===== src/lapsh_pkg.sv =====
// ----------------------------------------------------------------------------
// lapsh_pkg
// Shared types and constants for the 3x3 Laplacian sharpen block.
// ----------------------------------------------------------------------------
package lapsh_pkg;

    localparam int DEF_MAX_WIDTH    = 2048;
    localparam int DEF_MAX_CHANNELS = 4;
    localparam int MAX_HEIGHT       = 4096;

    localparam int SAMPLE_W    = 8;
    localparam int CFG_INDEX_W = 2;
    localparam int CFG_DATA_W  = 13;
    localparam int WIDTH_CFG_W = 12;
    localparam int HEIGHT_W    = 13;
    localparam int ROW_W       = 12;
    localparam int NC_W        = 3;
    localparam int CH_W        = 2;
    localparam int CH_SLOTS    = 4;
    localparam int ACC_W       = 12;

    typedef enum logic [CFG_INDEX_W-1:0] {
        CFG_IMAGE_WIDTH   = 2'd0,
        CFG_IMAGE_HEIGHT  = 2'd1,
        CFG_CHANNEL_COUNT = 2'd2
    } cfg_index_t;

    typedef enum logic {
        OP_SAMPLE = 1'b0,
        OP_FLUSH  = 1'b1
    } op_t;

    typedef struct packed {
        op_t                 operation;
        logic [SAMPLE_W-1:0] pixel_sample;
    } in_item_t;

    typedef struct packed {
        logic [SAMPLE_W-1:0] sharpened_sample;
        logic                frame_last;
    } out_item_t;

    // what travels from the sequencer to the filter core with each request
    typedef struct packed {
        logic                is_sample;
        logic                emit;
        logic                interior;
        logic                last;
        logic [CH_W-1:0]     ch;
        logic [SAMPLE_W-1:0] sample;
    } stage_tag_t;

endpackage


===== src/lapsh_ctrl.sv =====
// ----------------------------------------------------------------------------
// lapsh_ctrl
// Configuration registers, raster counters and the input stage register.
// ----------------------------------------------------------------------------
module lapsh_ctrl
    import lapsh_pkg::*;
#(
    parameter int MAX_WIDTH    = DEF_MAX_WIDTH,
    parameter int MAX_CHANNELS = DEF_MAX_CHANNELS,
    parameter int AW           = $clog2(MAX_WIDTH * MAX_CHANNELS),
    parameter int CW           = $clog2(MAX_WIDTH + 1)
) (
    input  logic                   aclk,
    input  logic                   aresetn,
    input  logic                   cfg_we,
    input  logic [CFG_INDEX_W-1:0] cfg_index,
    input  logic [CFG_DATA_W-1:0]  cfg_wdata,
    input  logic                   s_valid,
    output logic                   s_ready,
    input  in_item_t               s_item,
    input  logic                   a_take,
    output logic                   a_valid,
    output stage_tag_t             a_tag,
    output logic [AW-1:0]          a_addr,
    output logic                   rd_en,
    output logic [AW-1:0]          rd_addr
);

    logic [CW-1:0]       w_eff_reg, w_eff_next;
    logic [HEIGHT_W-1:0] h_eff_reg, h_eff_next;
    logic [NC_W-1:0]     nc_eff_reg, nc_eff_next;
    logic [ROW_W-1:0]    row_reg, row_next;
    logic [CW-1:0]       col_reg, col_next;
    logic [CH_W-1:0]     ch_reg, ch_next;
    logic [AW-1:0]       addr_reg, addr_next;
    logic                done_reg, done_next;
    logic                a_valid_reg, a_valid_next;
    stage_tag_t          a_tag_reg, tag_next;
    logic [AW-1:0]       a_addr_reg;

    logic        accept, take_sample, load;
    logic        ch_wrap, col_wrap, row_wrap, drain_last;
    logic [31:0] w_in, h_in, nc_in;

    assign s_ready = !a_valid_reg || a_take;
    assign accept  = s_valid && s_ready;

    assign ch_wrap    = ({1'b0, ch_reg} == nc_eff_reg - NC_W'(1));
    assign col_wrap   = (col_reg == w_eff_reg - CW'(1));
    assign row_wrap   = ({1'b0, row_reg} == h_eff_reg - HEIGHT_W'(1));
    assign drain_last = done_reg && (col_reg == w_eff_reg) && ch_wrap;

    // once the last sample is in, every request (sample or flush) drains one result
    assign take_sample = !done_reg && (s_item.operation == OP_SAMPLE);
    assign load        = take_sample || done_reg;

    assign w_in  = 32'(cfg_wdata[WIDTH_CFG_W-1:0]);
    assign h_in  = 32'(cfg_wdata[HEIGHT_W-1:0]);
    assign nc_in = 32'(cfg_wdata[NC_W-1:0]);

    always_comb begin
        w_eff_next  = w_eff_reg;
        h_eff_next  = h_eff_reg;
        nc_eff_next = nc_eff_reg;
        row_next    = row_reg;
        col_next    = col_reg;
        ch_next     = ch_reg;
        addr_next   = addr_reg;
        done_next   = done_reg;

        tag_next.is_sample = take_sample;
        tag_next.emit      = done_reg || (row_reg >= ROW_W'(2))
                             || (row_reg == ROW_W'(1) && col_reg != '0);
        tag_next.interior  = !done_reg && (row_reg >= ROW_W'(2)) && (col_reg >= CW'(2));
        tag_next.last      = drain_last;
        tag_next.ch        = ch_reg;
        tag_next.sample    = s_item.pixel_sample;

        if (cfg_we) begin
            unique case (cfg_index)
                CFG_IMAGE_WIDTH: begin
                    w_eff_next = (w_in < 32'd3) ? CW'(3) :
                                 (w_in > 32'(MAX_WIDTH)) ? CW'(MAX_WIDTH) : CW'(w_in);
                end
                CFG_IMAGE_HEIGHT: begin
                    h_eff_next = (h_in < 32'd3) ? HEIGHT_W'(3) :
                                 (h_in > 32'(MAX_HEIGHT)) ? HEIGHT_W'(MAX_HEIGHT) :
                                 HEIGHT_W'(h_in);
                end
                CFG_CHANNEL_COUNT: begin
                    nc_eff_next = (nc_in < 32'd1) ? NC_W'(1) :
                                  (nc_in > 32'(MAX_CHANNELS)) ? NC_W'(MAX_CHANNELS) :
                                  NC_W'(nc_in);
                end
                default: ;
            endcase
            if (cfg_index == CFG_IMAGE_WIDTH || cfg_index == CFG_IMAGE_HEIGHT
                    || cfg_index == CFG_CHANNEL_COUNT) begin
                row_next  = '0;
                col_next  = '0;
                ch_next   = '0;
                addr_next = '0;
                done_next = 1'b0;
            end
        end else if (accept && take_sample) begin
            if (ch_wrap) begin
                ch_next = '0;
                if (col_wrap) begin
                    col_next  = '0;
                    addr_next = '0;
                    if (row_wrap) begin
                        // last sample of the frame: counters restart for the drain
                        row_next  = '0;
                        done_next = 1'b1;
                    end else begin
                        row_next = row_reg + ROW_W'(1);
                    end
                end else begin
                    col_next  = col_reg + CW'(1);
                    addr_next = addr_reg + AW'(1);
                end
            end else begin
                ch_next   = ch_reg + CH_W'(1);
                addr_next = addr_reg + AW'(1);
            end
        end else if (accept && done_reg) begin
            // drain walks w+1 pixels of nc channels
            if (drain_last) begin
                col_next  = '0;
                ch_next   = '0;
                done_next = 1'b0;
            end else if (ch_wrap) begin
                ch_next  = '0;
                col_next = col_reg + CW'(1);
            end else begin
                ch_next = ch_reg + CH_W'(1);
            end
        end

        if (accept && load) begin
            a_valid_next = 1'b1;
        end else if (a_take) begin
            a_valid_next = 1'b0;
        end else begin
            a_valid_next = a_valid_reg;
        end
    end

    always_ff @(posedge aclk) begin
        if (!aresetn) begin
            w_eff_reg   <= CW'(640);
            h_eff_reg   <= HEIGHT_W'(480);
            nc_eff_reg  <= NC_W'(1);
            row_reg     <= '0;
            col_reg     <= '0;
            ch_reg      <= '0;
            addr_reg    <= '0;
            done_reg    <= 1'b0;
            a_valid_reg <= 1'b0;
        end else begin
            w_eff_reg   <= w_eff_next;
            h_eff_reg   <= h_eff_next;
            nc_eff_reg  <= nc_eff_next;
            row_reg     <= row_next;
            col_reg     <= col_next;
            ch_reg      <= ch_next;
            addr_reg    <= addr_next;
            done_reg    <= done_next;
            a_valid_reg <= a_valid_next;
        end
    end

    always_ff @(posedge aclk) begin
        if (accept && load) begin
            a_tag_reg  <= tag_next;
            a_addr_reg <= addr_reg;
        end
    end

    assign rd_en   = accept && take_sample;
    assign rd_addr = addr_reg;
    assign a_valid = a_valid_reg;
    assign a_tag   = a_tag_reg;
    assign a_addr  = a_addr_reg;

    a_ch_in_range: assert property (@(posedge aclk) disable iff (!aresetn)
        {1'b0, ch_reg} < nc_eff_reg)
        else $error("channel counter beyond channel count");

    a_col_in_row: assert property (@(posedge aclk) disable iff (!aresetn)
        !done_reg |-> col_reg < w_eff_reg)
        else $error("column counter beyond row width");

    a_drain_addr: assert property (@(posedge aclk) disable iff (!aresetn)
        done_reg |-> addr_reg == '0)
        else $error("line store address moved during drain");

    a_stage_hold: assert property (@(posedge aclk) disable iff (!aresetn)
        a_valid_reg && !a_take |=> a_valid_reg && $stable(a_tag_reg))
        else $error("stage register lost a request");

endmodule


===== config.mk =====
export PLATFORM = sky130hd
export DESIGN_NAME = lapsh_ctrl
export DESIGN_NICKNAME = d
export VERILOG_FILES = /design/src/lapsh_pkg.sv /design/src/lapsh_ctrl.sv
export SDC_FILE = /design/constraint.sdc
export NUM_CORES = 1
export LEC_CHECK = 0
export ABC_AREA = 1
export ABC_CLOCK_PERIOD_IN_PS = 4300
export BUFFER_PORTS_ARGS = -buffer_cell sky130_fd_sc_hd__buf_2
export CAP_MARGIN = 10
export CORE_MARGIN = 4
export CORE_UTILIZATION = 62
export DETAILED_ROUTE_END_ITERATION = 16
export PLACE_DENSITY_LB_ADDON = 0.15
export SLEW_MARGIN = 20
export SYNTH_ARGS = -nofsm -noshare
export SYNTH_HDL_FRONTEND = slang
export SYNTH_SLANG_ARGS = --single-unit

===== constraint.sdc =====
create_clock -name aclk -period 4.3 [get_ports aclk]
set_input_delay 0.645 -clock aclk [delete_from_list [all_inputs] [get_ports aclk]]
set_output_delay 0.645 -clock aclk [all_outputs]
set_load 0.01 [all_outputs]

# After elaboration in Yosys (flattened, before gate mapping)
# Index checks and enable logic that the tools add are counted.
dict set report op_classes {
  add_sub_neg 7
  mul 0
  div 0
  magnitude_cmp 8
  eq_ne 11
  n_shift 0
  muxes 40
  bitwise_logic 1
  reduce_logical 35
}
# cell n
set ops {}
lappend ops {{12-bit 2-to-1 mux} 15}
lappend ops {{13-bit 2-to-1 mux} 7}
lappend ops {{12-bit by 1-bit adder with 12-bit output, second input constant} 2}
lappend ops {{12-bit equality test} 2}
lappend ops {{12-bit by 2-bit >= comparator with 1-bit output, second input constant} 2}
lappend ops {{13-bit by 1-bit adder with 13-bit output, second input constant} 1}
lappend ops {{12-bit by 13-bit equality test with 1-bit output} 1}
lappend ops {{13-bit > comparator, second input constant} 1}
lappend ops {{13-bit by 2-bit < comparator with 1-bit output, second input constant} 1}
lappend ops {{13-bit by 1-bit subtractor with 13-bit output, second input constant} 1}
lappend ops {{12-bit by 1-bit equality test with 1-bit output, second input constant} 1}
lappend ops {{12-bit > comparator, second input constant} 1}
lappend ops {{12-bit by 2-bit < comparator with 1-bit output, second input constant} 1}
lappend ops {{2-bit 2-to-1 mux} 6}
lappend ops {{12-bit nonzero test} 1}
lappend ops {{12-bit by 1-bit subtractor with 12-bit output, second input constant} 1}
lappend ops {{1-bit logical AND} 10}
lappend ops {{1-bit 2-to-1 mux} 10}
lappend ops {{2-bit AND reduction} 5}
lappend ops {{3-bit by 2-bit inequality test with 1-bit output, second input constant} 3}
lappend ops {{3-bit nonzero test} 3}
lappend ops {{4-bit AND reduction} 2}
lappend ops {{2-bit nonzero test} 4}
lappend ops {{1-bit logical OR} 6}
lappend ops {{other kinds (13)} 15}
dict set report word_totals {
  register_bits 96
  latch_bits 0
  mem_bits_rw 0
  mem_bits_ro 0
  inputBits 29
  output_inout_bits 43
  memories 0
}

# Logic depth before layout (Yosys ltp)
# Gate-level depths: netlist (run 1).
dict set report logic_depth {
  depth_word 7
  mapped_depth 17
}

# Worst setup path after synthesis (run 1)
# OpenSTA, ideal clock, no wires.
dict set report synth_timing {
  path_type {input -> register}
  from {input port a_take}
  to {register col_reg[5]}
  t_arrival_ns 1.823
  slack_ns 2.345
  stages 10
  n_path_buf 0
  cell_sequence {inv_1 a21boi_1 o21ai_1 o21ai_1 nand2_1 inv_1 nand2_1 nor3_1 xor2_1 nor3_1}
}
dict set report synth_between {
  elab_chain_cells 5
  elab_cells_between_ends 9
  cone_classes {eq/ne: 1; mux: 2; reduce/logical: 6}
}
# item line
set synth_lines {}
lappend synth_lines {{start, declared} lapsh_ctrl.sv:21} ;# input logic a_take,
lappend synth_lines {{1-bit logical OR *} lapsh_ctrl.sv:45} ;# assign s_ready = !a_valid_reg || a_take;
lappend synth_lines {{1-bit logical AND *} lapsh_ctrl.sv:46} ;# assign accept = s_valid && s_ready;
lappend synth_lines {{1-bit logical AND, on equally long branches} {lapsh_ctrl.sv:105, lapsh_ctrl.sv:126}}
lappend synth_lines {{3-bit by 2-bit inequality test with 1-bit output (no line) (tied with other cells)} -}
lappend synth_lines {{4-bit AND reduction (no line) / 12-bit 2-to-1 mux (equally long branches)} -}
lappend synth_lines {{end signal, assigned} lapsh_ctrl.sv:165} ;# col_reg <= col_next;
lappend synth_lines {{end, declared} lapsh_ctrl.sv:33} ;# logic [CW-1:0] col_reg, col_next;
# Mark *: on every way between the ends. The rest lies on a longest branch, timed or not.
# A chain may end at the register's enable or synchronous reset.

# Worst setup path in the final report (run 1)
dict set report layout_timing {
  from {register nc_eff_reg[0]}
  to {register done_reg}
}
dict set report layout_between {
  elab_chain_cells 5
  elab_cells_between_ends 6
  cone_classes {add/sub: 1; eq/ne: 2; reduce/logical: 3}
}
# item line
set layout_lines {}
lappend layout_lines {{start, declared} lapsh_ctrl.sv:31} ;# logic [NC_W-1:0] nc_eff_reg, nc_eff_next;
lappend layout_lines {{start signal, assigned} lapsh_ctrl.sv:163} ;# nc_eff_reg <= nc_eff_next;
lappend layout_lines {{3-bit by 1-bit subtractor with 3-bit output *} lapsh_ctrl.sv:48} ;# assign ch_wrap = ({1'b0, ch_reg} == nc_eff_reg - NC_W'(1));
lappend layout_lines {{2-bit by 3-bit equality test with 1-bit output *} lapsh_ctrl.sv:48}
lappend layout_lines {{1-bit logical AND} lapsh_ctrl.sv:51} ;# assign drain_last = done_reg && (col_reg == w_eff_reg) && ch_wrap;
lappend layout_lines {{3-bit nonzero test (no line)} -}
lappend layout_lines {{6-bit AND reduction (no line) *} -}
lappend layout_lines {{end signal, assigned} lapsh_ctrl.sv:168} ;# done_reg <= done_next;
lappend layout_lines {{end, declared} lapsh_ctrl.sv:36} ;# logic done_reg, done_next;
# Marked as above.

==> results.cfg, run 1 <==
[detailed_routing]
ant_nets = 0
wirelength_um = 14500
wl_per_cell_um = 15.1
num_vias = 5418
first_iter_violations = 422
drtPass1Iterations = 5
via_per_inst = 5.66
drcViolationCount = 0

[run_status]
status = completed

[layout]
design_area_um2 = 6120
final_nets = 883
diodes = 0
largest_reg_flops = 14
drive_above_1_share_pct = 14.1
area_growth_pct = 11.3
finalNonFillerCells = 957

[clock_network]
cts.clk_slew.worst_paths_ns = 0.10
cts.sinks = 96
cts_setup_buffers = 0
numCtsBuffers = 9
postCtsResizedCells = 0
cts_tree = built
clk_path_buf_depth = 2
ctsHoldBuffers = 0
root_buffer = clkbuf_8
clk_latency_ns = 0.38
htreeDepth = 3

[pwr]
leakage_nw = 2.79
vdd_drop_max_mv = 0.183
power_mw = 1.85
powerDensity_nw_per_um2 = 302

[worst_setup_path]
reg2reg_depth = 11
cp-start-kind = flip-flop
path_class = reg2reg
cp_data_arrival_time_ns = 2.75
worstSetupEndpointType = flip-flop
timing.rr.start = nc_eff_reg[0]$_SDFFE_PN1P_
r2r_end = done_reg$_SDFFE_PN0P_
critPathLaunch = nc_eff_reg[0]$_SDFFE_PN1P_
r2r_setup_slack_ns = 1.85
cp.required_ns = 4.59
path_max_fanout = 9

[floorplanning]
dieWidth_um = 102
initial_core_util_pct = 63.4
die_y_um = 102
die-area_um2 = 10400
rows = 34
core_um2 = 8680
pin_count = 72

[synth]
async_flop_share_pct = 0
synthesis.area_um2 = 5500
synth_xor_area_share_pct = 6.16
synth_warnings = 0
synth_area_leaders = dfxtp_1 25%, nand2_1 15%, edfxtp_1 15%
synth_top_family_by_area = simple AND/OR/NAND/NOR gates
muxShareOfSynthArea_pct = 0
ys_types = 50
synth_edf_count = 27
syn_area_per_cell_um2 = 7.12
yosys.area_share.simple_pct = 35.1
yosysSeqAreaShare_pct = 39.8
synth_fp_nets = 812
synth_top_cell_area_share_pct = 25.1
synth_cells = 773
yosys_most_used_dff = dfxtp_1
ys_seq_elements = 96
synthAdderAreaFrac_pct = 2.27
post-synth-top-area-cell = dfxtp_1
synth_compound_area_share_pct = 8.57

[min_path]
hold_depth = 1
holdPathEnd = a_tag[5]$_DFFE_PP_
hp-class = in2reg
hold_start = s_item[5]

[grt]
grt_overflow = 0
track_usage_pct = 28.4
grt_pass1_wl_um = 23500
grt_pass1_vias = 5043
grt_max_degree = 28
antenna_found_initial = 0

[sta]
max_slew.worst_pin.slew_ns = 1.01
layout_min_cycle_time_ns = 2.45
fmax_mhz = 407
relSlewSlack_pct = 32.8
setup-violations-final = 0
finalClockSkew_ns = 0.0149
tns_ns = 0
rsz0062_at_grt = no
timing.final.crit_share_pct = 57.1
finalMaxSlewViolations = 0
setup_slack_ns = 1.85
hold_viol = 0

[place]
placed_cells = 941
post-dp-hpwl_um = 11200
place_area_um2 = 5940
io_buffers = 71
gp_congestion = 0.975
place_ws_ns = 1.83

[job]
maxCapViolations = 0
layer usage:
layer,share of wire [%],GRT usage [%],vias to the layer above
li1,-,-,2639
met1,43,37.5,2497
met2,47,48.0,251
met3,8.8,5.46,31
met4,1.6,7.67,0
met5,0,0,-
Yosys cell counts (2+ instances only):
cell	n
a21oi_1	41
a31oi_1	3
buf_1	2
buf_2	3
buf_6	2
clkbuf_1	5
dfxtp_1	69
edfxtp_1	27
ha_1	10
inv_1	92
inv_2	7
nand2_1	225
nand2_2	2
nand2_4	2
nand3_1	52
nand3b_1	7
nand4_1	15
nor2_1	87
nor2_2	6
nor2_4	2
nor3_1	26
nor4_1	5
o21ai_0	18
o21ai_1	3
o221ai_1	3
or2_2	2
xnor2_1	9
xor2_1	26
placed cells by master (no fill, tap or decap), drive strengths merged, types with 10 or more instances in the layout:
cell type and n:
nand3 53, o21ai 23, a21oi 42, xor2 27, nand4 16, nor3 27
buf 73, nor2 96, nand2 229, inv 104, dfxtp 69, xnor2 10
edfxtp 27, ha 10
how the worst max path moves through the flow:
stage	depth (start not counted)	endpoint	slack, ns
2_1_floorplan	10	col_reg[5]$_SDFFE_PN0P_	2.35
3_3_place_gp	7	w_eff_reg[0]$_SDFFE_PN0P_	1.90
3_5_place_dp	11	col_reg[5]$_SDFFE_PN0P_	1.83
4_1_cts	11	done_reg$_SDFFE_PN0P_	1.91
5_1_grt	15	row_reg[5]$_SDFFE_PN0P_	1.67
6_report	11	done_reg$_SDFFE_PN0P_	1.85
critical path, cell delays in order, from the launching register on:
cell and delay (ns):
dfxtp_1 0.39, inv_1 0.07, ha_1 0.31, xor2_1 0.16, nand3_2 0.23, nand2_1 0.16
nand2_1 0.20, inv_1 0.21, nand2_1 0.13, a21oi_4 0.27, nand2_1 0.10, a21oi_1 0.17
metrics by stage:
step / utilization [%] / hold WS (ns)
2_1_floorplan: - / 0.445
3_3_place_gp: 68.4 / 0.456
3_5_place_dp: 68.4 / 0.486
4_1_cts: 70.6 / 0.437
5_1_grt: 70.6 / 0.417
6_report: 70.6 / 0.446
cell families after synthesis:
group,after synthesis
XOR/XNOR,37
adder cells (fa/ha/maj),10
AO/OA/AOI/OAI,79
AND/OR/NAND/NOR,439
buffers and inverters,112
flip-flops,96
where the power goes:
group / switching (mW) / internal, mW
combinational: 0.192 / 0.0914
clock: 0.353 / 0.224
sequential: 0.0269 / 0.964
cell type report:
class / instances / area (µm²)
multi-input combinational: 565 / 2870
clock inverter: 7 / 61.3
inverter: 99 / 372
clock buffer: 9 / 124
sequential: 96 / 2190
fill: 741 / 2550
timing repair buffer: 73 / 370
tap: 108 / 135
Power figures use the tool's default switching activity.
==> run 2, diff against run 1 <==
Settings changed: ABC_CLOCK_PERIOD_IN_PS 4300 to 2400, CORE_UTILIZATION 62 to 58.
Clock period 4.3 ns to 2.4 ns, I/O delays scaled along.
==> results.cfg, run 2 (synthesis gave the netlist of run 1 again) <==
[place]
place_ws_ns = 0.149
io_buffers = 71
post-dp-hpwl_um = 11400
gp_congestion = 0.995

[worst_setup_path]
worstSetupEndpointType = flip-flop
cp.required_ns = 2.65
path_max_fanout = 7
cp-start-kind = flip-flop
path_class = reg2reg
cp_data_arrival_time_ns = 2.47

[clock_network]
cts.clk_slew.worst_paths_ns = 0.10
clk_path_buf_depth = 2
root_buffer = clkbuf_8
numCtsBuffers = 9
cts.sinks = 96
clk_latency_ns = 0.37
htreeDepth = 3
cts_tree = built

[layout]
final_nets = 890
drive_above_1_share_pct = 15.2
largest_reg_flops = 14
post-route-util_pct = 67.3
layout_commonest_cell = nand2_1
most-common-layout-cells = 225 x nand2_1, 92 x inv_1, 85 x nor2_1
area_growth_pct = 13.0
diodes = 0

[sta]
max_slew.worst_pin.slew_ns = 0.878
setup-violations-final = 0
finalMaxSlewViolations = 0
hold_viol = 0
timing.final.crit_share_pct = 92.5
rsz0062_at_grt = no
hold_ws_ns = 0.172
tns_ns = 0
layout_min_cycle_time_ns = 2.22
finalClockSkew_ns = 0.0194
setup_slack_ns = 0.181
fmax_mhz = 451
relSlewSlack_pct = 41.3

[pwr]
vdd_drop_max_mv = 0.361
power_mw = 3.35
powerDensity_nw_per_um2 = 538
leakage_nw = 2.83

[floorplanning]
dieWidth_um = 105
die_y_um = 105
pin_count = 72
initial_core_util_pct = 59.6
core_um2 = 9240
rows = 35
die-area_um2 = 11100

[grt]
grt_pass1_wl_um = 23500
track_usage_pct = 26.0
grt_overflow = 0
grt_pass1_vias = 4986
antenna_found_initial = 0
grt_max_degree = 28

[job]
maxCapViolations = 0

[detailed_routing]
ant_nets = 0
wl_per_cell_um = 14.5
wirelength_um = 14300
via_per_inst = 5.37
drtPass1Iterations = 6
first_iter_violations = 348
drcViolationCount = 0
num_vias = 5293

[min_path]
hp-class = in2reg

[run_status]
status = completed
[run 2: changes by cell type in the layout (fill, tap and decap cells not counted), sizes merged]
cell	previous run	this run
buf	73	80
[run 2: worst max-delay path: stages, from the launching register on]
cell and delay [ns]:
dfxtp_2 0.35, inv_1 0.12, ha_1 0.26, nand2_2 0.13, nor2_8 0.14, xor2_2 0.20
nand2_1 0.09, nor2_2 0.12, nand3_1 0.17, nor2_4 0.23, inv_2 0.11, o211ai_1 0.10
a21oi_1 0.08
[run 2: metrics by stage]
step / cells / instance area [µm²]
5_1_grt: 985 / 6220
2_1_floorplan: 773 / 5500
3_5_place_dp: 969 / 6020
4_1_cts: 985 / 6210
6_report: 985 / 6220
3_3_place_gp: 969 / 6020
[run 2: final timing paths]
check / depth (start not counted) / to / start / slack [ns]
setup / recovery: 12 / rd_addr[2]$_SDFFE_PN0P_ / w_eff_reg[0]$_SDFFE_PN0P_ / 0.18
hold / removal: 1 / a_tag[4]$_DFFE_PP_ / s_item[4] / 0.17
setup reg to reg: 12 / rd_addr[2]$_SDFFE_PN0P_ / w_eff_reg[0]$_SDFFE_PN0P_ / 0.18
hold reg to reg: 2 / nc_eff_reg[2]$_SDFFE_PN0P_ / nc_eff_reg[2]$_SDFFE_PN0P_ / 0.49
[run 2: area by class of cell]
type	instances	area, µm²
Clock buffer	9	124
Clock inverter	7	70.1
Fill cell	794	3020
Inverter	99	374
Multi-Input combinational cell	565	2870
Sequential cell	96	2190
Tap cell	129	161
Timing Repair Buffer	80	423
[run 2: report_power, final]
group          switching, mW  internal, mW
clock                  0.636         0.409
combinational          0.348         0.176
sequential            0.0511          1.73
total                   1.04          2.31
[run 2: repair_timing]
action	in CTS	in global routing
setup buffers	0	0
gates resized for setup	0	5
setup endpoints to repair	0	9
hold buffers	0	0
[run 2: per-layer routing]
metal  wire, µm  vias to the layer above  GRT usage (%)  part of all wire [%]
met2       6510                      223           41.7                    46
met1       6220                     2371           35.0                    44
met4        442                        0           11.0                   3.1
li1           -                     2656              -                     -
met5          0                        -              0                     0
met3       1120                       43           3.92                   7.8
