File: src/lapsh_pkg.sv
// ----------------------------------------------------------------------------
// lapsh_pkg
// Shared types and constants for the 3x3 Laplacian sharpen block.
// ----------------------------------------------------------------------------
package lapsh_pkg;

    localparam int DEF_MAX_WIDTH    = 2048;
    localparam int DEF_MAX_CHANNELS = 4;
    localparam int MAX_HEIGHT       = 4096;

    localparam int SAMPLE_W    = 8;
    localparam int CFG_INDEX_W = 2;
    localparam int CFG_DATA_W  = 13;
    localparam int WIDTH_CFG_W = 12;
    localparam int HEIGHT_W    = 13;
    localparam int ROW_W       = 12;
    localparam int NC_W        = 3;
    localparam int CH_W        = 2;
    localparam int CH_SLOTS    = 4;
    localparam int ACC_W       = 12;

    typedef enum logic [CFG_INDEX_W-1:0] {
        CFG_IMAGE_WIDTH   = 2'd0,
        CFG_IMAGE_HEIGHT  = 2'd1,
        CFG_CHANNEL_COUNT = 2'd2
    } cfg_index_t;

    typedef enum logic {
        OP_SAMPLE = 1'b0,
        OP_FLUSH  = 1'b1
    } op_t;

    typedef struct packed {
        op_t                 operation;
        logic [SAMPLE_W-1:0] pixel_sample;
    } in_item_t;

    typedef struct packed {
        logic [SAMPLE_W-1:0] sharpened_sample;
        logic                frame_last;
    } out_item_t;

    // what travels from the sequencer to the filter core with each request
    typedef struct packed {
        logic                is_sample;
        logic                emit;
        logic                interior;
        logic                last;
        logic [CH_W-1:0]     ch;
        logic [SAMPLE_W-1:0] sample;
    } stage_tag_t;

endpackage

File: src/lapsh_core.sv
// ----------------------------------------------------------------------------
// lapsh_core
// Per-channel window, sharpen arithmetic and the result register.
// ----------------------------------------------------------------------------
module lapsh_core
    import lapsh_pkg::*;
(
    input  logic                aclk,
    input  logic                aresetn,
    input  logic                a_valid,
    input  stage_tag_t          a_tag,
    input  logic [SAMPLE_W-1:0] rd_top,
    input  logic [SAMPLE_W-1:0] rd_mid,
    output logic                a_take,
    output logic                wr_en,
    output logic                m_valid,
    input  logic                m_ready,
    output out_item_t           m_item
);

    // only the parts of each 3x3 window that the kernel reads are kept
    logic [SAMPLE_W-1:0] left_mid_reg [CH_SLOTS];
    logic [SAMPLE_W-1:0] top_reg      [CH_SLOTS];
    logic [SAMPLE_W-1:0] mid_reg      [CH_SLOTS];
    logic [SAMPLE_W-1:0] bot_reg      [CH_SLOTS];

    logic                m_valid_reg, m_valid_next;
    out_item_t           m_item_reg;

    logic                out_free;
    logic [SAMPLE_W-1:0] centre, left, up, down;
    logic [ACC_W-1:0]    centre5, acc;
    logic [SAMPLE_W-1:0] clamped;

    assign out_free = !m_valid_reg || m_ready;
    assign a_take   = a_valid && (!a_tag.emit || out_free);
    assign wr_en    = a_take && a_tag.is_sample;

    assign centre = mid_reg[a_tag.ch];
    assign left   = left_mid_reg[a_tag.ch];
    assign up     = top_reg[a_tag.ch];
    assign down   = bot_reg[a_tag.ch];

    always_comb begin
        centre5 = {2'b00, centre, 2'b00} + ACC_W'(centre);
        acc     = centre5 - ACC_W'(left) - ACC_W'(rd_mid) - ACC_W'(up) - ACC_W'(down);
        if (acc[ACC_W-1]) begin
            clamped = '0;
        end else if (acc[ACC_W-2:SAMPLE_W] != '0) begin
            clamped = '1;
        end else begin
            clamped = acc[SAMPLE_W-1:0];
        end

        if (a_take && a_tag.emit) begin
            m_valid_next = 1'b1;
        end else if (m_ready) begin
            m_valid_next = 1'b0;
        end else begin
            m_valid_next = m_valid_reg;
        end
    end

    always_ff @(posedge aclk) begin
        if (wr_en) begin
            left_mid_reg[a_tag.ch] <= mid_reg[a_tag.ch];
            top_reg[a_tag.ch]      <= rd_top;
            mid_reg[a_tag.ch]      <= rd_mid;
            bot_reg[a_tag.ch]      <= a_tag.sample;
        end
    end

    always_ff @(posedge aclk) begin
        if (!aresetn) begin
            m_valid_reg <= 1'b0;
        end else begin
            m_valid_reg <= m_valid_next;
        end
    end

    always_ff @(posedge aclk) begin
        if (a_take && a_tag.emit) begin
            m_item_reg.sharpened_sample <= a_tag.interior ? clamped : '0;
            m_item_reg.frame_last       <= a_tag.last;
        end
    end

    assign m_valid = m_valid_reg;
    assign m_item  = m_item_reg;

    a_last_on_border: assert property (@(posedge aclk) disable iff (!aresetn)
        m_valid_reg && m_item_reg.frame_last |-> m_item_reg.sharpened_sample == '0)
        else $error("frame end result not on the border");

    a_no_overwrite: assert property (@(posedge aclk) disable iff (!aresetn)
        m_valid_reg && !m_ready |=> m_valid_reg && $stable(m_item_reg))
        else $error("waiting result overwritten");

    a_drain_no_write: assert property (@(posedge aclk) disable iff (!aresetn)
        a_take && a_tag.last |-> !wr_en)
        else $error("line store written by a drain request");

endmodule

File: config.mk
export PLATFORM = sky130hd
export DESIGN_NAME = lapsh_core
export DESIGN_NICKNAME = d
export VERILOG_FILES = /design/src/lapsh_pkg.sv /design/src/lapsh_core.sv
export SDC_FILE = /design/constraint.sdc
export NUM_CORES = 1
export LEC_CHECK = 0
export ABC_AREA = 1
export BUFFER_PORTS_ARGS = -buffer_cell sky130_fd_sc_hd__buf_2
export CAP_MARGIN = 15
export CORE_ASPECT_RATIO = 1.5
export CORE_MARGIN = 8
export CORE_UTILIZATION = 30
export DETAILED_ROUTE_END_ITERATION = 8
export GPL_ROUTABILITY_DRIVEN = 0
export PLACE_DENSITY = 0.44
export SLEW_MARGIN = 10
export SYNTH_ARGS = -nofsm -noshare
export SYNTH_HDL_FRONTEND = slang
export SYNTH_SLANG_ARGS = --single-unit
File: constraint.sdc
create_clock -name aclk -period 6.1 [get_ports aclk]
set_input_delay 1.525 -clock aclk [delete_from_list [all_inputs] [get_ports aclk]]
set_output_delay 1.525 -clock aclk [all_outputs]
set_load 0.01 [all_outputs]
; After elaboration in Yosys (flattened, before gate mapping)
; Memories as Yosys holds them, arrays and structs flattened.
; Index checks and enable logic that the tools add are counted.
[word_totals]
out_inout_bits = 12
ramBits = 128
elab_cells = 28
mem_count = 4
reg_bits = 10
input_bits = 34
[op_classes]
n_reduce_logical = 10
add_sub_neg = 5
n_mux = 5
bitwise_logic = 1
[mem_list]
columns = memory, words, width, rd, rd_clocked_by_memory_dff, write_ports, line_no
row1 = bot_reg, 4, 8, 1, 0, 1, lapsh_core.sv:25  ; logic [SAMPLE_W-1:0] bot_reg [CH_SLOTS];
row2 = left_mid_reg, 4, 8, 1, 0, 1, lapsh_core.sv:22  ; logic [SAMPLE_W-1:0] left_mid_reg [CH_SLOTS];
row3 = mid_reg, 4, 8, 1, 0, 1, lapsh_core.sv:24  ; logic [SAMPLE_W-1:0] mid_reg [CH_SLOTS];
row4 = top_reg, 4, 8, 1, 0, 1, lapsh_core.sv:23  ; logic [SAMPLE_W-1:0] top_reg [CH_SLOTS];
[ops]
columns = operator, count
row1 = subtractor 12 x 8 -> 12 bit, 3
row2 = subtractor 11 x 8 -> 12 bit, 1
row3 = adder 10 x 8 -> 11 bit, 1
row4 = 2-to-1 mux 8 bit, 1
row5 = 2-to-1 mux 1 bit, 4
row6 = logical AND 1 bit, 3
row7 = nonzero test 3 bit, 1
row8 = logical NOT 1 bit, 2
row9 = logical OR 1 bit, 2
row10 = nonzero test 2 bit, 1
row11 = OR reduction 2 bit, 1
row12 = NOT 1 bit, 1

; Depth between registers and ports, before layout
; Gate-level depths: netlist of run 1.
; An unclocked memory read counts as a cell.
[logic_depth]
ltp_word = 8
depth_mapped = 26
depth_no_buf = 25

; Least setup slack after synthesis of run 1
; No wires, ideal clock.
[synth_path]
path_kind = in2reg
from = in a_tag[9] in the netlist's numbering
to = reg m_item_reg, in the netlist m_item[1] (data pin)
stages = 22
t_arrival_ps = 5074
required_ps = 5847
setup_ps = 253
path_buffers = 2
setup_slack_ps = 772
cell_sequence = inv_2 > nand2_2 > inv_2 > buf_2 > buf_2 > a22oi_1 > nand3_1 > fa_1 > inv_1 > fa_1 > inv_1 > fa_1 > inv_1 > fa_1 > nand3_1 > nand3_1 > nand3_1 > nand3b_1 > nand2_1 > nand3_4 > nor2_1 > nor2_1
[synth_between]
elab_chain_len = 8
elab_cells_between_ends = 12
classes_between = add/sub (5) / mux (1) / reduce/logical (2) / memory (4)
[synth_rtl]
columns = element, line_no
row1 = "start, declared", lapsh_core.sv:11  ; input stage_tag_t a_tag,
row2 = memory (4 x 8 bit), n/a
row3 = adder 10 x 8 -> 11 bit, lapsh_core.sv:45  ; centre5 = {2'b00, centre, 2'b00} + ACC_W'(centre);
row4 = subtractor 11 x 8 -> 12 bit, lapsh_core.sv:46  ; acc = centre5 - ACC_W'(left) - ACC_W'(rd_mid) - ACC_W'(up) - ACC_W'(down);
row5 = subtractor 12 x 8 -> 12 bit (2 in a row), lapsh_core.sv:46
row6 = subtractor 12 x 8 -> 12 bit *, lapsh_core.sv:46
row7 = nonzero test 3 bit, lapsh_core.sv:49  ; end else if (acc[ACC_W-2:SAMPLE_W] != '0) begin
row8 = 2-to-1 mux 8 bit, lapsh_core.sv:49
row9 = "end, declared", lapsh_core.sv:28  ; out_item_t m_item_reg;
; Mark *: on every way between the ends. The rest lies on a longest branch, timed or not.
; A chain may end at the register's enable or synchronous reset.

; Worst setup path in the final report of run 1
[layout_path]
from = in a_tag[9] in the netlist's numbering
to = reg m_item_reg, in the netlist m_item[2] (data pin)
[layout_between]
elab_chain_len = 8
elab_cells_between_ends = 12
classes_between = add/sub (5) / mux (1) / reduce/logical (2) / memory (4)
[layout_rtl]
columns = element, line_no
row1 = memory (4 x 8 bit) *, n/a
row2 = via centre[7], lapsh_core.sv:31  ; logic [SAMPLE_W-1:0] centre, left, up, down;
row3 = adder 10 x 8 -> 11 bit *, lapsh_core.sv:45
row4 = subtractor 11 x 8 -> 12 bit *, lapsh_core.sv:46
row5 = subtractor 12 x 8 -> 12 bit * (3 in a row), lapsh_core.sv:46
row6 = nonzero test 3 bit, lapsh_core.sv:49
row7 = 2-to-1 mux 8 bit, lapsh_core.sv:49
; The timed path passes the listed nets; every way through them passes the cells marked *.

==> flow_summary.rst, run 1 <==
.. list-table::
   :header-rows: 1

   * - Metric
     - Value
   * - Crit-path max cell delay
     - 0.58 ns
   * - Number of vias in the routed layout
     - 3667
   * - Peak Freq
     - 187 MHz
   * - Clock latency of the later-clocked register in the worst-skew pair
     - 0.42 ns
   * - Clock transition at the registers of the reported paths
     - 0.06 ns
   * - Detailed Place HPWL
     - 9560 µm
   * - Primary flip-flop cell chosen by synthesis mapping
     - edfxtp_1
   * - Unrepaired setup endpoints after global routing
     - false
   * - Number of buffers added by the clock tree synthesis step
     - 17
   * - Maximum number of pins on one net before global-route repair
     - 33
   * - Worst-case setup slack after placement
     - 0.241 ns
   * - Critical-path cell with the highest stage delay
     - fa_1
   * - Final Hold Vio Count
     - 0
   * - Ordered cell list for the critical path
     - buf_2, inv_2, nand2_2, inv_2, a22oi_1, inv_1, a221oi_2, inv_1, fa_1, fa_1, fa_1, ha_1, nand2_1, nor2_2, nand3_2, nand3_2, nand2_2, nand2_1, nand3_4, nor2_1, nor2_1
   * - First-pass GRT wire length
     - 22100 µm
   * - Placed Instances
     - 779
   * - Total negative slack for setup checks
     - 0 ns
   * - Max IR drop VDD
     - 0.000179 V
   * - Family with the most delay on the worst path
     - adder cells
   * - Count of final max-slew check failures
     - 0
   * - Post-Syn Area per Cell
     - 13.9 µm²
   * - Clock tree root buffer cell
     - clkbuf_16
   * - Horizontal die dimension
     - 135 µm
   * - Result of the run
     - complete, no violations
   * - Critical R2R Capture
     - m_item[2]$_SDFFCE_PP0P_
   * - Maximum net fanout on the critical path
     - 16
   * - Post-layout nets
     - 610
   * - Slack of the critical path
     - 0.751 ns
   * - Cell Area, Synth
     - 6420 µm²
   * - Number of library cell types mapped by synthesis
     - 30
   * - Final routed wire length divided by cell count
     - 17.3 µm
   * - Worst EP required
     - 6.27 ns
   * - 1st-pass router iterations
     - 4
   * - CTS tree
     - built
   * - Total overflow reported by the global router
     - 0
   * - Starting density of the core
     - 30.5%
   * - Arrival time of the worst setup path
     - 5.52 ns
   * - Tcrit/Tclk final
     - 87.7%
   * - H-tree level count
     - 4
   * - Launching element type of the critical path
     - primary input
   * - Path class of the lowest-slack min-delay path
     - flop to flop
   * - Post-Layout Cell Count
     - 811
   * - Number of flops mapped to enable cells by yosys
     - 137
   * - Headroom to the max-slew limit
     - 63.4%
   * - Number of DRC markers after the initial detailed-route iteration
     - 152
   * - Post-cts hold buffer count
     - 0
   * - Critical Path Stages
     - 21
   * - Slew @ Worst Pin
     - 0.550 ns
   * - Max-capacitance violation count
     - 0
   * - Fin Hold WS
     - 0.540 ns
   * - Cell occurring most often along the worst timing path
     - fa_1
   * - Net count of the mapped netlist
     - 542
   * - Vias in the first global route
     - 3997
   * - Proportion of synthesized chip area in sequential cells
     - 64.4%
   * - Die Area
     - 26400 µm²
   * - Cell depth of the worst flop-to-flop path
     - 17
   * - Type of the setup path with the least slack
     - primary input to flop
   * - Height of the die
     - 195 µm
   * - Startpoint of the worst register-to-register path
     - mid_reg[0][7]$_DFFE_PP_
   * - Top cell type's share of synthesized area
     - 64.1%
   * - Synth async-reset ratio
     - 0%
   * - Total Wirelength
     - 14100 µm
   * - Setup violators final
     - 0
   * - Reg2reg setup slack
     - 1.95 ns
   * - Nature of the critical path endpoint
     - flop
   * - Core outline area
     - 21100 µm²
   * - Initial antenna violation count
     - 0
   * - Cell types occupying the most area after synthesis
     - edfxtp_1 64%, fa_1 9.7%, inv_1 4.2%, nand2_1 3.7%, a22oi_1 3.5%
   * - Global routing usage summed across all routing layers
     - 11.3%
   * - Routed Antenna Nets
     - 0
   * - Minimum clock period
     - 5.35 ns
   * - Layout overhead on the synthesized area
     - 21.0%
   * - Total number of yosys warnings
     - 0
   * - Static Leak
     - 3.10 nW
   * - Post-synthesis instance total
     - 462
   * - Number of buffers and inverters on the critical path
     - 5
   * - Count of input and output buffers
     - 45
   * - Termination of the worst setup path
     - m_item[2]$_SDFFCE_PP0P_
   * - Most used standard cells in the synthesized netlist
     - 137 x edfxtp_1, 71 x inv_1, 64 x nand2_1
   * - CTS Sinks
     - 138
   * - Register bit total from synthesis
     - 138
   * - Std cell rows
     - 65
   * - Number of buffers inserted by post-CTS setup repair
     - 0
   * - Total of cells resized after clock tree synthesis
     - 0
   * - Worst-case clock skew
     - 0.00466 ns
   * - Fraction of layout cells with a size suffix above 1
     - 22.3%
   * - I/O pin total
     - 46
   * - Diodes inserted
     - 0
   * - Startpoint of the most critical setup path
     - a_tag[9]
   * - Vias per inst
     - 4.52
   * - Maximum clock path buffer count
     - 2
   * - # DRC
     - 0
   * - Top cell type by total area after synthesis
     - edfxtp_1
   * - Pwr Density
     - 404 nW/µm²
   * - Top-count cell post-synth
     - edfxtp_1
[report_power, final]
part | internal, mW | switching, mW | total, mW
sequential | 1.08 | 0.00562 | 1.08
combinational | 0.363 | 0.568 | 0.931
clock | 0.726 | 0.393 | 1.12
[cell usage in the layout, fill, tap and decap left out, drive strengths merged]
cell type	count
edfxtp	137
inv	82
nand2	68
buf	61
fa	31
a22oi	31
nor2	26
clkbuf	17
a221oi	16
ha	15
nand3	15
a22o	11
a21oi	6
clkinv	6
bufinv	5
xor2	4
nand4	3
and2	2
o22a	1
o221ai	1
a21o	1
nand3b	1
xnor2	1
clkinvlp	1
dfxtp	1
[worst register-to-register path: stages, from the launching register on]
cell and delay (ns):
edfxtp_1 0.37, a22oi_1 0.20, inv_1 0.07, a221oi_2 0.29, inv_1 0.21, fa_1 0.52
fa_1 0.58, fa_1 0.42, ha_1 0.36, nand2_1 0.11, nor2_2 0.16, nand3_2 0.11
nand3_2 0.09, nand2_2 0.05, nand2_1 0.10, nand3_4 0.11, nor2_1 0.11, nor2_1 0.05
[logic make-up (layout without fill, tap and decap cells)]
kind of cell / count (synthesis) / in the layout / synth area share [%]
AO/OA/AOI/OAI: 67 / 67 / 8.73
XOR/XNOR: 5 / 5 / 0.682
adder cells (fa/ha/maj): 46 / 46 / 12.6
buffers and inverters: 91 / 172 / 5.63
flip-flops: 138 / 138 / 64.4
AND/OR/NAND/NOR: 115 / 115 / 7.94
[metrics by stage]
stage | utilization, % | total power [mW] | area, µm²
2_1_floorplan | - | 1.82 | 6420
3_3_place_gp | 33.8 | 2.06 | 7120
3_5_place_dp | 33.8 | 2.06 | 7120
4_1_cts | 36.9 | 3.19 | 7760
5_1_grt | 36.9 | 3.35 | 7760
6_report | 36.9 | 3.13 | 7760
[per-layer routing]
layer	track usage, %	vias to the layer above	part of all wire (%)
li1	-	1774	-
met1	12.2	1820	41
met2	19.9	54	54
met3	2.54	19	2.9
met4	6.36	0	2.7
met5	0	-	0
[worst min-delay path by stage]
stage,from,end,slack (ns),cells past startpoint
2_1_floorplan,m_valid$_SDFFE_PN0P_,m_valid$_SDFFE_PN0P_,0.56,4
3_3_place_gp,m_valid$_SDFFE_PN0P_,m_valid$_SDFFE_PN0P_,0.53,4
3_5_place_dp,m_valid$_SDFFE_PN0P_,m_valid$_SDFFE_PN0P_,0.53,4
4_1_cts,m_valid$_SDFFE_PN0P_,m_valid$_SDFFE_PN0P_,0.54,4
5_1_grt,m_valid$_SDFFE_PN0P_,m_valid$_SDFFE_PN0P_,0.62,4
6_report,m_valid$_SDFFE_PN0P_,m_valid$_SDFFE_PN0P_,0.54,4
[layout make-up]
| class | count | area, µm² |
|---|---|---|
| fillers | 2012 | 13300 |
| repair buffers | 61 | 395 |
| multi-input cells | 233 | 1950 |
| clock inverters | 15 | 221 |
| well taps | 268 | 335 |
| clock buffers | 17 | 425 |
| flip-flops and latches | 138 | 4130 |
| inverters | 79 | 297 |
Power figures use the tool's default switching activity.
==> run 2: changes to the inputs <==
--- a/config.mk
+++ b/config.mk
@@ -6,7 +6,7 @@
 export NUM_CORES = 1
 export LEC_CHECK = 0
 export ABC_AREA = 1
-export BUFFER_PORTS_ARGS = -buffer_cell sky130_fd_sc_hd__buf_2
+export BUFFER_PORTS_ARGS = -buffer_cell sky130_fd_sc_hd__buf_4
 export CAP_MARGIN = 15
 export CORE_ASPECT_RATIO = 1.5
 export CORE_MARGIN = 8
==> constraint.sdc (replaced) <==
create_clock -name aclk -period 6.6 [get_ports aclk]
set_input_delay 1.65 -clock aclk [delete_from_list [all_inputs] [get_ports aclk]]
set_output_delay 1.65 -clock aclk [all_outputs]
set_load 0.01 [all_outputs]
==> run 2 against run 1 <==
Routed wire length is 0.66% higher. Critical path type unchanged. Register-to-register slack better by 0.49 ns. Non-clock buffer count is 5 lower. Critical endpoint is now m_item[8]$_SDFFCE_PP0P_. Flip-flop and latch count stayed put.
==> flow_summary.rst, run 2 (synthesis gave the netlist of run 1 again) <==
.. list-table::
   :header-rows: 1

   * - Metric
     - Value
   * - Result of the run
     - complete, no violations
   * - Launching element type of the critical path
     - primary input
   * - Startpoint of the tightest hold check path
     - m_valid$_SDFFE_PN0P_
   * - Register share of total power
     - 36.3% (+1.7 points)
   * - Worst-case hold path end point
     - m_valid$_SDFFE_PN0P_
   * - Post-layout nets
     - 605 (-0.82%)
   * - Unrepaired setup endpoints after global routing
     - false
   * - Max IR drop VDD
     - 0.000158 V (-12%)
   * - Reg2reg setup slack
     - 2.44 ns (+0.49 ns)
   * - Maximum number of pins on one net before global-route repair
     - 33 (unchanged)
   * - Arrival time of the worst setup path
     - 5.84 ns (+0.32 ns)
   * - CTS tree
     - built
   * - Worst-case clock skew
     - 0.0154 ns (+0.0107 ns)
   * - Pwr Density
     - 358 nW/µm² (-11%)
   * - Nature of the critical path endpoint
     - flop
   * - Worst-case setup slack after placement
     - 0.423 ns (+0.182 ns)
   * - CTS Sinks
     - 138 (unchanged)
   * - Number of buffers inserted by post-CTS setup repair
     - 0 (unchanged)
   * - 1st-pass router iterations
     - 5 (+1)
   * - Vias in the first global route
     - 4021 (+0.60%)
   * - Height of the die
     - 195 µm (unchanged)
   * - Final routed wire length divided by cell count
     - 17.6 µm (+1.3%)
   * - Critical R2R Capture
     - m_item[8]$_SDFFCE_PP0P_
   * - Combinational group share of total power
     - 31.2% (+1.5 points)
   * - Starting density of the core
     - 30.5% (unchanged)
   * - Worst Hold Depth
     - 4 (unchanged)
   * - Setup violators final
     - 0 (unchanged)
   * - Horizontal die dimension
     - 135 µm (unchanged)
   * - Maximum clock path buffer count
     - 2 (unchanged)
   * - Count of input and output buffers
     - 45 (unchanged)
   * - Clock latency of the later-clocked register in the worst-skew pair
     - 0.42 ns (about the same)
   * - Number of vias in the routed layout
     - 3671 (+0.11%)
   * - Met1 routed wirelength after detailed routing
     - 5690 µm (-0.99%)
   * - Switching Power
     - 0.940 mW (-2.7%)
   * - Most frequent cells in the layout
     - 137 x edfxtp_1, 71 x inv_1, 64 x nand2_1
   * - Initial antenna violation count
     - 0 (unchanged)
   * - Top layer in use
     - met4
   * - First-pass GRT wire length
     - 22400 µm (+1.4%)
   * - Global routing usage summed across all routing layers
     - 11.3% (about the same)
   * - Count of final max-slew check failures
     - 0 (unchanged)
   * - Clock tree root buffer cell
     - clkbuf_16
   * - Fraction of layout cells with a size suffix above 1
     - 21.4% (-0.91 points)
   * - Max-capacitance violation count
     - 0 (unchanged)
   * - Peak Freq
     - 176 MHz
   * - Number of DRC markers after the initial detailed-route iteration
     - 148 (-2.6%)
   * - H-tree level count
     - 4 (unchanged)
   * - Commonest non-fill, non-tap cell in the layout
     - edfxtp_1
   * - Design internal power
     - 1.82 mW (-16%)
   * - Total Wirelength
     - 14200 µm (+0.66%)
   * - Total negative slack for setup checks
     - 0 ns (unchanged)
   * - Maximum net fanout on the critical path
     - 28 (+12)
   * - Std cell rows
     - 65 (unchanged)
   * - Total of cells resized after clock tree synthesis
     - 0 (unchanged)
   * - Final Hold Vio Count
     - 0 (unchanged)
   * - Routed Antenna Nets
     - 0 (unchanged)
   * - Type of the setup path with the least slack
     - primary input to flop
   * - Core outline area
     - 21100 µm² (unchanged)
   * - Tcrit/Tclk final
     - 85.9%
   * - I/O pin total
     - 46 (unchanged)
   * - # DRC
     - 0 (unchanged)
   * - Vias per inst
     - 4.55 (+0.73%)
   * - Slew @ Worst Pin
     - 0.684 ns (+0.134 ns)
   * - Minimum clock period
     - 5.67 ns
   * - Static Leak
     - 3.06 nW (-1.3%)
   * - Layout overhead on the synthesized area
     - 20.3%
   * - Number of buffers added by the clock tree synthesis step
     - 17 (unchanged)
   * - Diodes inserted
     - 0 (unchanged)
   * - Detailed Place HPWL
     - 9230 µm (-3.5%)
   * - Path class of the lowest-slack min-delay path
     - flop to flop
   * - Switching Fraction
     - 34.0% (+3.2 points)
   * - Slack of the critical path
     - 0.930 ns (+0.179 ns)
   * - Startpoint of the worst register-to-register path
     - mid_reg[0][2]$_DFFE_PP_
   * - Die Area
     - 26400 µm² (unchanged)
   * - Clock power share
     - 32.5% (-3.2 points)
   * - Metal3 WL
     - 382 µm (-5.7%)
   * - Cell depth of the worst flop-to-flop path
     - 17 (unchanged)
   * - Clock transition at the registers of the reported paths
     - 0.07 ns (about the same)
   * - Worst EP required
     - 6.77 ns (+0.50 ns)
   * - Headroom to the max-slew limit
     - 54.3% (-9.0 points)
   * - Met2 WL
     - 7930 µm (+5.3%)
   * - Post-cts hold buffer count
     - 0 (unchanged)
   * - Total overflow reported by the global router
     - 0 (unchanged)
run 2: changes by cell type in the layout (fill, tap and decap cells not counted), moves of 3 or more:
| cell | change |
|---|---|
| inv_8 | +3 |
| clkinv_2 | -3 |
| buf_4 | +42 |
| bufinv_16 | -5 |
| buf_2 | -45 |
| inv_6 | +4 |
run 2: power by group through the flow:
stage | registers (mW) | logic, mW | clock network, mW
2_1_floorplan | 1.02 | 0.659 | 0
3_3_place_gp | 1.02 | 0.885 | 0
6_report | 1.00 | 0.863 | 0.899
3_5_place_dp | 1.02 | 0.877 | 0
5_1_grt | 1.00 | 1.00 | 0.961
4_1_cts | 1.00 | 0.883 | 0.922
run 2: how the worst max path moves through the flow:
| stage | start | end | slack, ns |
|---|---|---|---|
| floorplan | a_tag[9] | m_item[1]$_SDFFCE_PP0P_ | 1.15 |
| global placement | a_tag[8] | m_item[8]$_SDFFCE_PP0P_ | 0.46 |
| detailed placement | a_tag[8] | m_item[8]$_SDFFCE_PP0P_ | 0.42 |
| CTS | a_tag[8] | m_item[2]$_SDFFCE_PP0P_ | 0.86 |
| global route | a_tag[8] | m_item[8]$_SDFFCE_PP0P_ | 0.64 |
| finish | a_tag[8] | m_item[8]$_SDFFCE_PP0P_ | 0.93 |
run 2: worst max-delay path, stage by stage:
cell      delay (ns)
buf_4           0.13
nand2_1         0.15
inv_2           0.30
buf_4           0.28
a221oi_2        0.35
inv_1           0.21
fa_1            0.53
fa_1            0.57
fa_1            0.41
ha_1            0.35
nand2_1         0.12
inv_1           0.04
a21oi_1         0.21
nand4_1         0.11
nand2_1         0.12
nand3_4         0.11
nor2_1          0.12
nor2_1          0.05
run 2: final cells by class:
type | count | area (µm²)
fillers | 1991 | 13300
flip-flops and latches | 138 | 4130
multi-input cells | 233 | 1950
repair buffers | 56 | 445
clock buffers | 17 | 425
well taps | 268 | 335
inverters | 79 | 297
clock inverters | 15 | 129
run 2: per-stage QoR:
stage	area, µm²	std cells	hold slack (ns)	util [%]	power (mW)
6_report	7720	806	0.558	36.6	2.76
5_1_grt	7720	806	0.623	36.6	2.97
4_1_cts	7720	806	0.569	36.6	2.81
3_5_place_dp	7170	774	0.556	34.0	1.90
3_3_place_gp	7170	774	0.531	34.0	1.91
2_1_floorplan	6420	462	0.556	-	1.68
run 2: routing by layer:
metal,track usage (%),vias to the layer above
met5,0,-
met4,4.71,0
met3,2.36,5
met2,20.8,44
met1,12.1,1859
li1,-,1763
